==> src/rtl/isamp_pkg.sv <==
// Package with payload types, codes and constants for the interval sampler median block.
package isamp_pkg;

  localparam int DATA_W = 32;
  localparam int CNT_W  = 7;
  localparam int MED_W  = 33;
  localparam int ADDR_W = 3;
  localparam int PDATA_W = 32;

  // Event codes carried in the mode field
  typedef enum logic [1:0] {
    MODE_START = 2'd0,
    MODE_STOP  = 2'd1,
    MODE_CLEAR = 2'd2,
    MODE_QUERY = 2'd3
  } mode_t;

  // Register indexes on the configuration port
  localparam logic REG_SAMPLES_IN_USE = 1'b0;

  localparam logic [CNT_W-1:0] SAMPLES_IN_USE_RST = 7'd64;

  typedef struct packed {
    logic [1:0]        mode;
    logic [DATA_W-1:0] timestamp;
  } in_item_t;

  typedef struct packed {
    logic              full_res;
    logic [CNT_W-1:0]  sample_count;
    logic [MED_W-1:0]  median_twice;
  } out_item_t;

  // Per-cell control from the top level
  typedef struct packed {
    logic occ;     // cell holds a stored sample
    logic at_end;  // cell is the first free slot
    logic ins;     // insert the broadcast sample this cycle
  } cell_ctl_t;

endpackage

==> src/rtl/isamp_cell.sv <==
// One cell of the sorted insertion chain: holds one sample and shifts right on insert.
module isamp_cell (
  input  logic                        clk,
  input  isamp_pkg::cell_ctl_t        ctl,
  input  logic [isamp_pkg::DATA_W-1:0] new_val,
  input  logic [isamp_pkg::DATA_W-1:0] left_val,
  input  logic                        left_gt,
  output logic [isamp_pkg::DATA_W-1:0] val,
  output logic                        gt
);
  import isamp_pkg::*;

  logic [DATA_W-1:0] val_r;
  logic [DATA_W-1:0] val_nxt;
  logic              take;

  // Flag a stored sample above the incoming one
  assign gt = ctl.occ && (val_r > new_val);

  // Take the left neighbor's sample when it moves right, else the new one
  assign take    = ctl.ins && (gt || ctl.at_end);
  assign val_nxt = left_gt ? left_val : new_val;

  always_ff @(posedge clk) begin
    if (take) begin
      val_r <= val_nxt;
    end
  end

  assign val = val_r;

endmodule

==> config.mk <==
export PLATFORM = sky130hd
export DESIGN_NAME = isamp_cell
export DESIGN_NICKNAME = d
export VERILOG_FILES = /design/src/rtl/isamp_pkg.sv /design/src/rtl/isamp_cell.sv
export SDC_FILE = /design/constraint.sdc
export NUM_CORES = 1
export LEC_CHECK = 0
export ABC_AREA = 1
export BUFFER_PORTS_ARGS = -buffer_cell sky130_fd_sc_hd__buf_2
export CORE_MARGIN = 5
export CORE_UTILIZATION = 45
export CTS_CLUSTER_DIAMETER = 30
export DETAILED_ROUTE_END_ITERATION = 6
export PLACE_DENSITY = 0.85
export SETUP_SLACK_MARGIN = 0.2
export SYNTH_ARGS = -nofsm -noshare
export SYNTH_HDL_FRONTEND = slang
export SYNTH_SLANG_ARGS = --single-unit
export TNS_END_PERCENT = 50
==> constraint.sdc <==
create_clock -name clk -period 3.42 [get_ports clk]
set_input_delay 0.684 -clock clk [delete_from_list [all_inputs] [get_ports clk]]
set_output_delay 0.684 -clock clk [all_outputs]
set_load 0.02 [all_outputs]
==> results of run 1 <==
through the flow:
stage	hold slack (ps)	setup WS [ps]	std cells	instance area (sq um)	utilization (%)
2_1_floorplan	871	521	250	2190	-
3_3_place_gp	960	748	413	2770	58.7
3_5_place_dp	964	741	413	2770	58.7
4_1_cts	672	734	421	2860	60.5
5_1_grt	674	606	421	2860	60.5
6_report	681	743	421	2860	60.5
layout by cell type (no fill, tap or decap), drive strengths merged:
cell type / count
inv: 43
clkbuf: 5
a21oi: 14
o21ai: 33
buf: 103
nand3: 2
a21boi: 1
clkinv: 3
o21a: 1
a21o: 1
nand2: 69
ha: 32
nor2: 12
mux2: 1
edfxtp: 32
nand4: 2
final cells by class:
type,count,area [sq um]
fill,420,1870
multi-input combinational,168,1050
sequential,32,961
timing repair buffer,103,520
inverter,43,161
tap,67,83.8
clock buffer,5,68.8
clock inverter,3,13.8
worst min-delay path, stage by stage:
cell,delay [ps]
buf_2,80
nand2_1,40
o21ai_0,60
worst max path at each step:
stage	startpoint	to	slack, ps	depth (start not counted)
finish	new_val[15]	gt	740	12
global route	new_val[3]	gt	610	14
CTS	new_val[15]	gt	730	14
detailed placement	new_val[15]	gt	740	14
global placement	new_val[15]	gt	750	12
floorplan	new_val[23]	val[0]	520	10
cell usage after synthesis:
master and count:
o21ai_1 1, mux2_2 1, o21ai_0 32, a21o_1 1
o21a_1 1, nand3_1 2, inv_2 2, edfxtp_1 32
a21boi_1 1, nor2_4 2, nand4_1 1, nor2_2 3
nand4_2 1, inv_1 41, nor2_1 7, buf_2 2
clkbuf_1 5, a21oi_1 13, a21oi_2 1, ha_1 32
nand2_1 65, nand2_2 4
metal layers:
layer,global-route usage [%],up-vias
met5,0,-
met3,2.71,4
met4,6.08,0
li1,-,1028
met2,28.6,72
met1,21.1,837
kinds of logic (layout without fill, tap and decap cells):
kind of cell,after synthesis,in the layout
buffers and inverters,50,154
adders and majority gates,32,32
AOI/OAI and AO/OA,50,50
DFF,32,32
muxes,1,1
and+or+nand+nor,85,85
where the power goes:
part / switching (W) / internal, W
logic: 0.000149 / 0.000102
clock network: 0.000137 / 0.000138
registers: 0.0000136 / 0.000466
total: 0.000299 / 0.000706
==> results.json, run 1 <==
{
  "syn_inst": 250,
  "viasPerCell": 4.61,
  "grt_start_max_net_pins": 64,
  "hpwl_mm": 4.22,
  "min_to": "val[8]",
  "r2r_cells": 10,
  "rr_startpoint": "val[23]",
  "r2r_slack_ps": 1320,
  "synth-simple-area-share_pct": 16.7,
  "clk_pin_slew_ps": 70,
  "synth_seq_cells": 32,
  "path_common_cell": "nand2_1",
  "maxCapViolations": 0,
  "first_pass_iters": 4,
  "power_leakage_nw": 1.51,
  "cts_sinks": 32,
  "yosysSeqAreaShare_pct": 43.9,
  "grt_pass1_wl_mm": 8.35,
  "globalplace.congestion": 0.722,
  "maxSlewViolCount": 0,
  "numCtsBuffers": 5,
  "p_total_w": 0.00101,
  "route.detailed.drc": 0,
  "antenna_found_initial": 0,
  "cp-end-kind": "output port",
  "cpPeakStageDelay_ps": 310,
  "wl_met1_mm": 2.34,
  "ys_types": 22,
  "route.met2.wl_mm": 2.38,
  "synth_top_family_by_area": "adder cells",
  "arrival_ps": 1990,
  "synth_top_cell_by_area": "edfxtp_1",
  "clock_latency_ps": 280,
  "vias": 1941,
  "drive_gt1_share_pct": 35.0,
  "worst_slew_margin_rel_pct": 40.2,
  "synth_compound_gate_area_share_pct": 11.9,
  "wl_met3_microns": 388,
  "clock.fmax_ghz": 0.374,
  "start_util_pct": 46.4,
  "cts_tree": "done",
  "status": "completed",
  "grt_pass1_vias": 1875,
  "hold_viol": 0,
  "clockBufferDepth": 2,
  "syn_nets": 351,
  "synthXorXnorAreaFrac_pct": 0,
  "postCtsHoldBufs": 0,
  "crit_family": "compound AO/OA/AOI/OAI gates",
  "drt-initial-drc-count": 103,
  "die_x_microns": 79.8,
  "yosysWarnings": 0,
  "overflow": 0,
  "largest_reg_flops": 32,
  "die_y_microns": 79.8,
  "min_delay_path_depth": 3,
  "ctsResizeCount": 0,
  "synth_mux_area_share_pct": 0.514,
  "fin_crit_ps": 2680,
  "grt_usage_pct": 16.7,
  "skew_ps": 7.96,
  "cts_setup_buffers": 0,
  "rsz0062_at_grt": "no",
  "final.setup.tns_ps": 0,
  "area_growth_pct": 30.4,
  "die_area_sq_um": 6360,
  "topRoutingLayerUsed": "met4",
  "core-area_sq_um": 4720,
  "worstPathRequired_ps": 2740,
  "cts-root-buf": "clkbuf_8",
  "synth_top_cell_area_share_pct": 43.9,
  "fin_crit_sh_pct": 78.3,
  "rows": 25,
  "port_buffers": 101,
  "cp-start-kind": "input port",
  "syn_area_sq_um": 2190,
  "ant_nets": 0,
  "yosys.area_share.adder_pct": 18.3,
  "power_density_nw_per_um2": 352,
  "path_class": "in2out",
  "critPathBufInv": 4,
  "hp-start": "left_val[8]",
  "drt-total-wl_mm": 5.17,
  "hp-class": "in2reg",
  "setup_violations": 0,
  "num-nets-final": 454,
  "irDropWorstVdd_mv": 0.188,
  "worstPathCellList": "buf_2 > inv_1 > ha_1 > a21oi_1 > o21ai_0 > a21oi_1 > nand2_1 > nand2_1 > nand2_1 > nand2_2 > inv_1 > buf_2",
  "yosys-top-cells-area": "edfxtp_1 44%, ha_1 18%, nand2_1 11%",
  "worst_pin_slew_ps": 898,
  "avgSynthCellArea_sq_um": 8.76,
  "r2r-end": "val[0]",
  "htree_levels": 2,
  "io_pins": 102,
  "cp_max_fo": 2,
  "crit_path_top_delay_cell": "ha_1",
  "antenna_cells": 0,
  "routedWlPerCell_microns": 12.3
}
(Power assumes the default switching activity.)
==> inputs of run 2 (changes only) <==
ABC_AREA = 0   (was 1)
CORE_UTILIZATION = 42   (was 45)
PLACE_DENSITY = 0.84   (was 0.85)
clock period = 2.4 ns   (was 3.42 ns; I/O delays follow)
==> run 2 against run 1 <==
Effect of this change: the run now ends with setup timing left; area after synthesis down 4.1%; hold slack got worse by 210 ps; synthesized cell count fell by 13%.
==> results.json, run 2 <==
{
  "status": "finished with violations",
  "violations": "setup timing",
  "rows": 25,
  "ant_nets": 0,
  "first_pass_iters": 4,
  "path_class": "reg2out",
  "fin_crit_sh_pct": 115,
  "clock.fmax_ghz": 0.363,
  "syn_nets": 318,
  "synth_edf_count": 32,
  "arrival_ps": 2280,
  "fin_cells": 419,
  "grt_usage_pct": 19.1,
  "globalplace.congestion": 0.830,
  "yosys-top-cells-count": "34 x nand2_1, 33 x inv_1, 32 x edfxtp_1, 32 x ha_1, 32 x o21ai_0",
  "htree_levels": 2,
  "io_pins": 102,
  "numCtsBuffers": 5,
  "final.setup.tns_ps": -4620,
  "fin_crit_ps": 2760,
  "grt_start_max_net_pins": 35,
  "setup_violations": 33,
  "antenna_found_initial": 0,
  "grt_pass1_vias": 2086,
  "yosysSeqAreaShare_pct": 45.7,
  "irDropWorstVdd_mv": 0.320,
  "die_x_microns": 80.7,
  "rsz0062_at_grt": "yes",
  "crit_path_start": "val[15]",
  "cts_tree": "done",
  "worstPathCellList": "ha_4 > nand4_4 > or4_4 > o31a_1 > a21boi_1 > buf_4",
  "die_area_sq_um": 6520,
  "p_total_w": 0.00158,
  "mostFrequentLayoutCell": "buf_2",
  "rr_startpoint": "val[15]",
  "overflow": 0,
  "syn_area_sq_um": 2100,
  "power_leakage_nw": 1.59,
  "start_util_pct": 43.9,
  "cpPeakStageDelay_ps": 520,
  "drt-total-wl_mm": 6.23,
  "power_density_nw_per_um2": 473,
  "synth.most_common_cell": "nand2_1",
  "clock_latency_ps": 290,
  "synth_top_cell_by_area": "edfxtp_1",
  "postCtsHoldBufs": 0,
  "port_buffers": 101,
  "r2r_slack_ps": -200,
  "hold_viol": 0,
  "synthFlopType": "edfxtp_1",
  "core-area_sq_um": 4790,
  "cp-end-kind": "output port",
  "largest_reg_flops": 32,
  "worst_slew_margin_rel_pct": 70.1,
  "clockBufferDepth": 2,
  "drive_gt1_share_pct": 45.7,
  "vias": 2048,
  "setup_ws_ps": -357,
  "area_growth_pct": 59.1,
  "worst_pin_slew_ps": 448,
  "yosysWarnings": 0,
  "layout_common_cells": "100 x buf_2, 34 x nand2_1, 33 x inv_1",
  "yosys-top-cells-area": "edfxtp_1 46%, ha_1 19%, o21ai_0 7.6%",
  "cp-endpoint": "gt",
  "routedWlPerCell_microns": 14.9,
  "ys_types": 26,
  "drt-initial-drc-count": 88,
  "route.detailed.drc": 0,
  "clk_pin_slew_ps": 70,
  "antenna_cells": 0,
  "syn_inst": 217,
  "die_y_microns": 80.7,
  "synth_top_cell_area_share_pct": 45.7,
  "cts-root-buf": "clkbuf_8",
  "r2r_cells": 10,
  "grt_pass1_wl_mm": 9.40,
  "r2r-end": "val[5]",
  "crit_path_top_delay_cell": "or4_4",
  "synth_seq_cells": 32,
  "hold_ws_ps": 470,
  "cp-start-kind": "flip-flop",
  "avgSynthCellArea_sq_um": 9.68,
  "hpwl_mm": 4.61,
  "num-nets-final": 452,
  "maxCapViolations": 0,
  "cp_max_fo": 3,
  "placed_cells_incl_taps": 397,
  "worstPathRequired_ps": 1920,
  "hp-class": "in2reg",
  "maxSlewViolCount": 0,
  "cts_sinks": 32,
  "viasPerCell": 4.89,
  "synthArstFlopShare_pct": 0,
  "skew_ps": 3.77
}
-- run 2: changes by cell type in the layout (fill, tap and decap cells not counted), moves of 4 or more --
cell	previous run	this run
nand2_2	4	0
buf_4	2	24
ha_4	0	11
nand3_1	2	6
nand4_1	1	7
nor2_1	7	1
nand2_1	65	34
inv_1	41	33
ha_1	32	21
-- run 2: worst max-delay path: cells and delay by family (launching register included) --
kind | cells | cell delay, ps
AOI/OAI and AO/OA | 2 | 410
adders and majority gates | 1 | 320
buffers and inverters | 1 | 180
DFF | 1 | 440
and+or+nand+nor | 2 | 630
-- run 2: metrics by stage --
stage / worst slack, ps / cell area (sq um) / util, %
after floorplan: -153 / 2180 / -
after global placement: -260 / 2910 / 60.9
after detailed placement: -311 / 2910 / 60.9
after CTS: -392 / 3190 / 66.7
after global routing: -434 / 3340 / 69.9
final: -357 / 3340 / 69.9
-- run 2: worst min path at each step --
stage / from / slack [ps] / endpoint / cells past startpoint
floorplan: left_val[30] / 670 / val[30] / 2
global placement: left_val[26] / 760 / val[26] / 3
detailed placement: left_val[28] / 760 / val[28] / 3
CTS: left_val[17] / 460 / val[17] / 3
global route: left_val[28] / 460 / val[28] / 3
finish: left_val[17] / 470 / val[17] / 3
-- run 2: cell families after synthesis --
family                     after synthesis  synth area share, %
AOI/OAI and AO/OA                       58                 15.6
and+or+nand+nor                         54                 11.9
buffers and inverters                   40                 7.15
adders and majority gates               32                 19.1
DFF                                     32                 45.7
muxes                                    1                0.536
-- run 2: cell type report --
type / instances / area, sq um
Fill cell: 379 / 1440
Clock inverter: 1 / 3.75
Sequential cell: 32 / 961
Multi-Input combinational cell: 145 / 1210
Clock buffer: 7 / 76.3
Tap cell: 67 / 83.8
Timing Repair Buffer: 134 / 882
Inverter: 33 / 124
-- run 2: power breakdown --
part	total, W	internal [W]	switching [W]
registers	0.000692	0.000667	0.0000252
clock network	0.000403	0.000202	0.000201
logic	0.000487	0.000244	0.000243
-- run 2: metal layers --
metal / share of wire, % / up-vias / track usage (%)
met2: 51 / 56 / 32.8
met3: 4.9 / 12 / 4.37
met5: 0 / - / 0
met4: 1.4 / 0 / 8.11
li1: - / 1040 / -
met1: 42 / 940 / 22.7
-- run 2: repair_timing --
| item | 4_1_cts | 5_1_grt |
|---|---|---|
| buffers inserted | 4 | 6 |
| pin swaps | 7 | 8 |
| gates resized for setup | 10 | 10 |
| endpoints found under the setup margin | 33 | 33 |
| cloned | 3 | 1 |
